<file path="config.mk">
export PLATFORM = sky130hd
export DESIGN_NAME = seq_freshness_filter
export DESIGN_NICKNAME = d
export VERILOG_FILES = /design/src/rtl/core/sff_pkg.sv /design/src/rtl/core/seq_freshness_filter.sv
export VERILOG_INCLUDE_DIRS = /design/src /design/src/rtl/core
export SDC_FILE = /design/constraint.sdc
export NUM_CORES = 2
export LEC_CHECK = 0
export BUFFER_PORTS_ARGS = -buffer_cell sky130_fd_sc_hd__buf_2
export CAP_MARGIN = 15
export CORE_MARGIN = 1
export CORE_UTILIZATION = 45
export DETAILED_ROUTE_END_ITERATION = 16
export SKIP_LAST_GASP = 1
export SYNTH_ARGS = -nofsm -noshare
export SYNTH_HDL_FRONTEND = slang
export SYNTH_SLANG_ARGS = --single-unit
</file>
<file path="constraint.sdc">
create_clock -name clk -period 6.4 [get_ports clk]
set_input_delay 0 -clock clk [delete_from_list [all_inputs] [get_ports clk]]
set_output_delay 0 -clock clk [all_outputs]
set_load 0.02 [all_outputs]
</file>
<file path="src/rtl/core/assert_macros.svh">
// assertion macros for the rtl of the freshness filter
// no dependencies; callers provide clk and arst_n in scope

`ifndef ASSERT_MACROS_SVH
`define ASSERT_MACROS_SVH

// checked only while out of reset
`define SFF_ASSERT(lbl, prop, msg) \
	lbl: assert property (@(posedge clk) disable iff (!arst_n) prop) else $error(msg);

// checked at every edge, reset included
`define SFF_ASSERT_ALWAYS(lbl, prop, msg) \
	lbl: assert property (@(posedge clk) prop) else $error(msg);

`endif

</file>
<file path="src/rtl/core/sff_pkg.sv">
// shared types and defaults for the sequence freshness filter
// no dependencies

package sff_pkg;

	// default sizes of the connection table and the missed window
	localparam int CONNECTIONS_DEF = 16;
	localparam int MISS_WINDOW_DEF = 64;

	// field widths fixed by the packet format
	localparam int KIND_W = 2;
	localparam int SLOT_W_IN = 4;
	localparam int SEQ_W = 16;

	// request kinds carried in tuser
	typedef enum logic [KIND_W-1:0] {
		REQ_SYNC     = 2'd0,
		REQ_RELIABLE = 2'd1,
		REQ_STREAM   = 2'd2,
		REQ_ACK      = 2'd3
	} req_kind_t;

	// request held in the input stage
	typedef struct packed {
		req_kind_t              kind;
		logic                   slot_ok;
		logic [SLOT_W_IN-1:0]   slot;
		logic [SEQ_W-1:0]       seq;
	} req_stage_t;

endpackage

</file>
<file path="src/rtl/core/seq_freshness_filter.sv">
// top level of the sequence freshness filter: per-slot state memory and decision logic
// depends on sff_pkg and assert_macros.svh
//
//  channel  | dir | tdata                              | tuser
//  s_axis   | in  | conn_slot[3:0], seq_num[19:4]      | req_type[1:0]
//  m_axis   | out | deliver[0], send_ack[1]            | -
//
// one request per cycle unless stalled; its result is registered after the input stage
// state memory read at acceptance, written as the input stage advances, a write to the
// slot being read in the same cycle is forwarded into the read register
// after reset a clearing pass writes zeros over CONNECTIONS entries, one per cycle,
// with s_axis_tready low throughout
// a stalled result holds the input stage, and no state is written until it moves on

`include "assert_macros.svh"

module seq_freshness_filter #(
	parameter int CONNECTIONS = sff_pkg::CONNECTIONS_DEF,
	parameter int MISS_WINDOW = sff_pkg::MISS_WINDOW_DEF
) (
	input  logic        clk,
	input  logic        arst_n,
	input  logic        s_axis_tvalid,
	output logic        s_axis_tready,
	input  logic [23:0] s_axis_tdata,   // conn_slot[3:0], seq_num[19:4], zero pad
	input  logic [1:0]  s_axis_tuser,   // req_type[1:0]
	output logic        m_axis_tvalid,
	input  logic        m_axis_tready,
	output logic [7:0]  m_axis_tdata    // deliver[0], send_ack[1], zero pad
);

	localparam int SLOT_W = (CONNECTIONS > 1) ? $clog2(CONNECTIONS) : 1;
	localparam int SH_W   = $clog2(MISS_WINDOW);
	localparam int SEQ_W  = sff_pkg::SEQ_W;
	localparam int ENT_W  = 2 * SEQ_W + MISS_WINDOW;

	// state memory, entry: reliable last, stream last, missed map from the lowest bit up
	logic [ENT_W-1:0] state_mem [CONNECTIONS];

	logic                 clearing_q;
	logic [SLOT_W-1:0]    clr_cnt_q;
	sff_pkg::req_stage_t  req_s1;
	logic                 req_valid_s1;
	logic [ENT_W-1:0]     rd_q;
	logic                 out_valid_q;
	logic                 deliver_q;
	logic                 send_ack_q;

	logic                 s_fire;
	logic                 s1_adv;
	logic                 in_slot_ok;
	logic [SLOT_W-1:0]    rd_addr;
	logic [SLOT_W-1:0]    wr_addr;
	logic [ENT_W-1:0]     wr_data;
	logic                 mem_we;
	logic                 fwd_hit;
	logic                 data_kind;

	logic [SEQ_W-1:0]       rel_last;
	logic [SEQ_W-1:0]       str_last;
	logic [MISS_WINDOW-1:0] miss_map;
	logic [SEQ_W-1:0]       d_rel;
	logic [SEQ_W-1:0]       d_rel_m1;
	logic [SEQ_W-1:0]       d_str;
	logic [SEQ_W-1:0]       k_back;
	logic [SEQ_W-1:0]       k_bit;
	logic                   rel_newer;
	logic                   str_newer;
	logic                   miss_hit;
	logic [MISS_WINDOW-1:0] shifted_map;
	logic [MISS_WINDOW-1:0] gap_ones;
	logic [SEQ_W-1:0]       new_rel;
	logic [SEQ_W-1:0]       new_str;
	logic [MISS_WINDOW-1:0] new_map;
	logic                   res_deliver;
	logic                   res_ack;
	logic                   res_write;

	// handshakes
	assign s1_adv        = req_valid_s1 && (!out_valid_q || m_axis_tready);
	assign s_axis_tready = !clearing_q && (!req_valid_s1 || s1_adv);
	assign s_fire        = s_axis_tvalid && s_axis_tready;
	assign in_slot_ok    = 32'(s_axis_tdata[3:0]) < CONNECTIONS;
	assign rd_addr       = in_slot_ok ? SLOT_W'(s_axis_tdata[3:0]) : '0;

	// clearing pass after reset
	always_ff @(posedge clk or negedge arst_n) begin
		if (!arst_n) begin
			clearing_q <= 1'b1;
			clr_cnt_q  <= '0;
		end else if (clearing_q) begin
			clr_cnt_q <= clr_cnt_q + 1'b1;
			if (clr_cnt_q == SLOT_W'(CONNECTIONS - 1)) begin
				clearing_q <= 1'b0;
			end
		end
	end

	// input stage control
	always_ff @(posedge clk or negedge arst_n) begin
		if (!arst_n) begin
			req_valid_s1 <= 1'b0;
		end else if (s_fire) begin
			req_valid_s1 <= 1'b1;
		end else if (s1_adv) begin
			req_valid_s1 <= 1'b0;
		end
	end

	// input stage payload
	always_ff @(posedge clk) begin
		if (s_fire) begin
			req_s1.kind    <= sff_pkg::req_kind_t'(s_axis_tuser);
			req_s1.slot_ok <= in_slot_ok;
			req_s1.slot    <= s_axis_tdata[3:0];
			req_s1.seq     <= s_axis_tdata[19:4];
		end
	end

	// memory write port, shared by the clearing pass and the update
	assign mem_we  = clearing_q || (s1_adv && res_write);
	assign wr_addr = clearing_q ? clr_cnt_q : SLOT_W'(req_s1.slot);
	assign fwd_hit = mem_we && (wr_addr == rd_addr);

	always_ff @(posedge clk) begin
		if (mem_we) begin
			state_mem[wr_addr] <= clearing_q ? '0 : wr_data;
		end
	end

	// registered read with forwarding of a same-cycle write
	always_ff @(posedge clk) begin
		if (s_fire) begin
			if (fwd_hit) begin
				rd_q <= wr_data;
			end else begin
				rd_q <= state_mem[rd_addr];
			end
		end
	end

	// unpack the slot state
	assign rel_last = rd_q[SEQ_W-1:0];
	assign str_last = rd_q[2*SEQ_W-1:SEQ_W];
	assign miss_map = rd_q[ENT_W-1:2*SEQ_W];

	// cyclic distances
	assign d_rel     = req_s1.seq - rel_last;
	assign d_rel_m1  = d_rel - 1'b1;
	assign d_str     = req_s1.seq - str_last;
	assign rel_newer = (d_rel != '0) && !d_rel[SEQ_W-1];
	assign str_newer = (d_str != '0) && !d_str[SEQ_W-1];
	assign k_back    = rel_last - req_s1.seq;
	assign k_bit     = k_back - 1'b1;

	// window advance: shift old marks up, mark the skipped numbers
	always_comb begin
		if (d_rel < SEQ_W'(MISS_WINDOW)) begin
			shifted_map = miss_map << SH_W'(d_rel);
		end else begin
			shifted_map = '0;
		end
		if (d_rel_m1 < SEQ_W'(MISS_WINDOW)) begin
			gap_ones = ~({MISS_WINDOW{1'b1}} << SH_W'(d_rel_m1));
		end else begin
			gap_ones = '1;
		end
	end

	// late arrival of a number still marked missed
	assign miss_hit = (k_back != '0) && (k_bit < SEQ_W'(MISS_WINDOW))
		&& miss_map[SH_W'(k_bit)];

	// decision and next slot state
	always_comb begin
		new_rel     = rel_last;
		new_str     = str_last;
		new_map     = miss_map;
		res_deliver = 1'b0;
		res_ack     = 1'b0;
		res_write   = 1'b0;
		if (req_s1.slot_ok) begin
			case (req_s1.kind)
				sff_pkg::REQ_SYNC: begin
					new_rel   = '0;
					new_str   = '0;
					new_map   = '0;
					res_ack   = 1'b1;
					res_write = 1'b1;
				end
				sff_pkg::REQ_RELIABLE: begin
					res_ack = 1'b1;
					if (rel_newer) begin
						new_rel     = req_s1.seq;
						new_map     = shifted_map | gap_ones;
						res_deliver = 1'b1;
						res_write   = 1'b1;
					end else if (miss_hit) begin
						new_map[SH_W'(k_bit)] = 1'b0;
						res_deliver = 1'b1;
						res_write   = 1'b1;
					end
				end
				sff_pkg::REQ_STREAM: begin
					if (str_newer) begin
						new_str     = req_s1.seq;
						res_deliver = 1'b1;
						res_write   = 1'b1;
					end
				end
				default: begin
				end
			endcase
		end
	end

	assign wr_data = {new_map, new_str, new_rel};

	// result register control
	always_ff @(posedge clk or negedge arst_n) begin
		if (!arst_n) begin
			out_valid_q <= 1'b0;
		end else if (s1_adv) begin
			out_valid_q <= 1'b1;
		end else if (m_axis_tready) begin
			out_valid_q <= 1'b0;
		end
	end

	// result register payload
	always_ff @(posedge clk) begin
		if (s1_adv) begin
			deliver_q  <= res_deliver;
			send_ack_q <= res_ack;
		end
	end

	assign m_axis_tvalid = out_valid_q;
	assign m_axis_tdata  = {6'b0, send_ack_q, deliver_q};

	// checks
	assign data_kind = (req_s1.kind == sff_pkg::REQ_RELIABLE)
		|| (req_s1.kind == sff_pkg::REQ_STREAM);

	`SFF_ASSERT(a_fwd_read, (s_fire && fwd_hit) |=> (rd_q == $past(wr_data)), "forwarded read lost")
	`SFF_ASSERT(a_write_on_move, (mem_we && !clearing_q) |-> s1_adv, "write without a moving request")
	`SFF_ASSERT(a_deliver_kind, (req_valid_s1 && res_deliver) |-> data_kind, "control request delivered")
	`SFF_ASSERT_ALWAYS(a_no_take_in_clear, clearing_q |-> !s_fire, "request taken during clearing")

endmodule

</file>
==> impl_metrics.tcl <==
set metrics [dict create \
    antenna_found_initial 4 \
    yosys_most_used_dff "edfxtp_1" \
    synth-edff-count 1656 \
    grt_setup_unrepaired "false" \
    viasPerCell 6.28 \
    max_freq_mhz 168 \
    drc 0 \
    postSynthCellCount 4193 \
    timing_worst_setup_path_type "flip-flop to flip-flop" \
    wl_per_cell_um 31.2 \
    yosysWarningCount 0 \
    die_w_um 409 \
    hold_viol 0 \
    layout.nets 4497 \
    boundaryPins 40 \
    vias 42200 \
    syn2layout_area_growth_pct 14.2 \
    cp_slowest_cell "and2_4" \
    total_power_w 0.0276 \
    synth_seq_cells 1663 \
    synth_top_area_share_pct 66.8 \
    ir_worst_vdd_mv 0.297 \
    die_y_um 409 \
    synth_top_area_cell "edfxtp_1" \
    start_util_pct 45.5 \
    setup_viol 0 \
    synthTopCellsByArea "edfxtp_1 67%, mux4_2 16%, mux2i_1 1.4%, nand2_1 1.3%, mux2_2 1.1%" \
    synthArstFlopShare_pct 0.421 \
    synthTopCellsByCount "1656 x edfxtp_1, 532 x mux4_2, 254 x nand2_1" \
    clock_latency_ns 0.84 \
    cts_buffer_depth 3 \
    hpwl_um 129000 \
    diodes 0 \
    holdPathStages 2 \
    rr_worst_depth 15 \
    overflow 0 \
    tightestPinTransition_ns 1.20 \
    status "finished, final reports clean" \
    synth_cell_types 96 \
    grt_max_degree 122 \
    finalWorstSetupSlack_ns 0.445 \
    r2r_slack_ns 0.44 \
    synth_most_common_cell "edfxtp_1" \
    htreeDepth 4 \
    firstDrtPassIters 6 \
    cts.sinks 1663 \
    leakagePower_nw 27.6 \
    syn_area_per_cell_um2 17.7 \
    crit_chain "ha_1 > fa_1 > ha_1 > xnor3_2 > buf_4 > mux2i_1 > a32o_1 > a221oi_1 > o2111ai_1 > a21oi_1 > a21oi_2 > a311oi_4 > a22o_1 > and2_4 > buf_4" \
    min_path_type "input pin to flip-flop" \
    grtUsageTotal_pct 25.0 \
    fp.coreArea_um2 164000 \
    fillers 13000 \
    drt_wl_total_um 209000 \
    post-place-ws_ns 0.527 \
    synth-seq-area-share_pct 67.1 \
    slew_headroom_pct 19.9 \
    fin_crit_ns 5.96 \
    finalCritPeriodShare_pct 93.1 \
    maxSlewViolCount 0 \
    cts_tree "built" \
    cts_buffers 170 \
    start_kind "flip-flop" \
    post_cts_buffers 0 \
    drive_above_1_share_pct 27.0 \
    fin_skew_ns 0.0567 \
    grt_pass1_wl_um 303000 \
    portBuffers 29 \
    worst_setup_path_end_kind "flip-flop" \
    cp.arrival_ns 6.45 \
    cap_violations 0 \
    cts-root-buf "clkbuf_16" \
    place.gp.congestion 1.05 \
    ant_nets 0 \
    powerDensity_nw_per_um2 325 \
    path_clk_slew_ns 0.06 \
    dieArea_um2 167000 \
    crit_fanout 18 \
    grt_pass1_vias 41700 \
    critPathMaxStageDelay_ns 0.61 \
    worst_ep_required_time_ns 6.90 \
    first_iter_violations 4667 \
    syn-cell-area_um2 74400 \
    tns_ns 0 \
    rows 148 \
]
-- through the flow --
step	instances	utilization [%]	hold WS, ns	instance area (um2)
final	6719	52.0	0.0561	85000
after detailed placement	6361	48.3	-0.0994	79000
after global routing	6719	52.0	0.113	85000
after global placement	6360	48.3	-0.104	79000
after floorplan	4198	-	-0.296	74500
after CTS	6712	51.9	0.0592	84900
-- where the power goes --
part / internal [W] / switching, W
combinational: 0.00180 / 0.00347
sequential: 0.0125 / 0.000159
clock: 0.00542 / 0.00425
-- cells in the final DEF, fill, tap and decap left out, types with 15 or more instances in the layout --
cell / instances
and2_4: 17
a22oi_1: 40
o22ai_1: 23
o211ai_1: 41
ha_1: 54
nor4_1: 24
edfxtp_1: 1656
mux4_2: 532
o31ai_1: 20
a31oi_1: 31
o21ai_0: 98
clkinv_1: 41
buf_4: 162
nand4_1: 21
dlygate4sd3_1: 44
clkbuf_16: 173
buf_2: 25
nor3_1: 35
or3_1: 15
a21oi_1: 136
clkinv_2: 31
a211oi_1: 24
nand3_1: 105
clkbuf_1: 33
mux2_2: 75
nor2b_1: 18
xnor2_1: 24
mux2_4: 30
inv_1: 85
nor2_1: 166
nand2_1: 254
mux2i_1: 105
buf_12: 65
o21a_1: 17
-- what timing repair did --
action,4_1_cts,5_1_grt
hold endpoints to repair,82,0
gates resized for setup,0,0
setup endpoints to repair,0,0
hold buffers,44,0
-- sequential cells by signal (all words and copies together), names as in the netlist --
name,cells
m_axis_tvalid,1
req_s1,22
req_valid_s1,1
clr_cnt_q,4
send_ack_q,1
rd_q,96
clearing_q,1
deliver_q,1
state_mem,1536
-- logic make-up after synthesis --
| family | after synthesis | share of synthesized area (%) |
|---|---|---|
| compound gates | 596 | 5.48 |
| xor+xnor | 42 | 0.553 |
| fa+ha+maj | 58 | 1.01 |
| buf+inv | 353 | 2.00 |
| flops | 1663 | 67.1 |
| mux | 742 | 19.3 |
| other cells | 1 | 0.00504 |
| simple gates | 738 | 4.65 |
-- worst max-delay path: cells and delay by family, from the launching register on --
family | cells | cell delay, ns
AOI/OAI and AO/OA | 7 | 2.15
xor gates and xnor gates | 1 | 0.50
adders and majority gates | 3 | 1.17
buffers and inverters | 2 | 0.60
DFF | 1 | 0.44
muxes | 1 | 0.14
and+or+nand+nor | 1 | 0.61
-- area by class of cell --
cell class	instances	area [um2]	share of cell area, %
flip-flops and latches	1663	49900	58.7
clock buffers	206	4450	5.24
well taps	2175	2720	3.20
multi-input cells	2182	23400	27.5
clock inverters	101	1030	1.21
repair buffers	305	3200	3.77
inverters	87	327	0.384
-- layer usage --
layer  wire, um  GRT usage [%]  vias up
met2      97400           38.4     1710
met4       5630           7.27        6
met5         37              0        -
met1      91400           36.9    22400
li1           -              -    17800
met3      14900           4.33      324
-- worst paths after layout --
| path | from | to |
|---|---|---|
| setup / recovery | req_s1[0] | state_mem[4][69] |
| hold / removal | s_axis_tdata[1] | req_s1[17] |
| setup reg to reg | req_s1[0] | state_mem[4][69] |
| hold reg to reg | req_valid_s1 | m_axis_tvalid |
| max in group asynchronous | arst_n | m_axis_tvalid |
| min in group asynchronous | arst_n | clr_cnt_q[1] |
No activity file was read; power rests on OpenSTA's default activity.
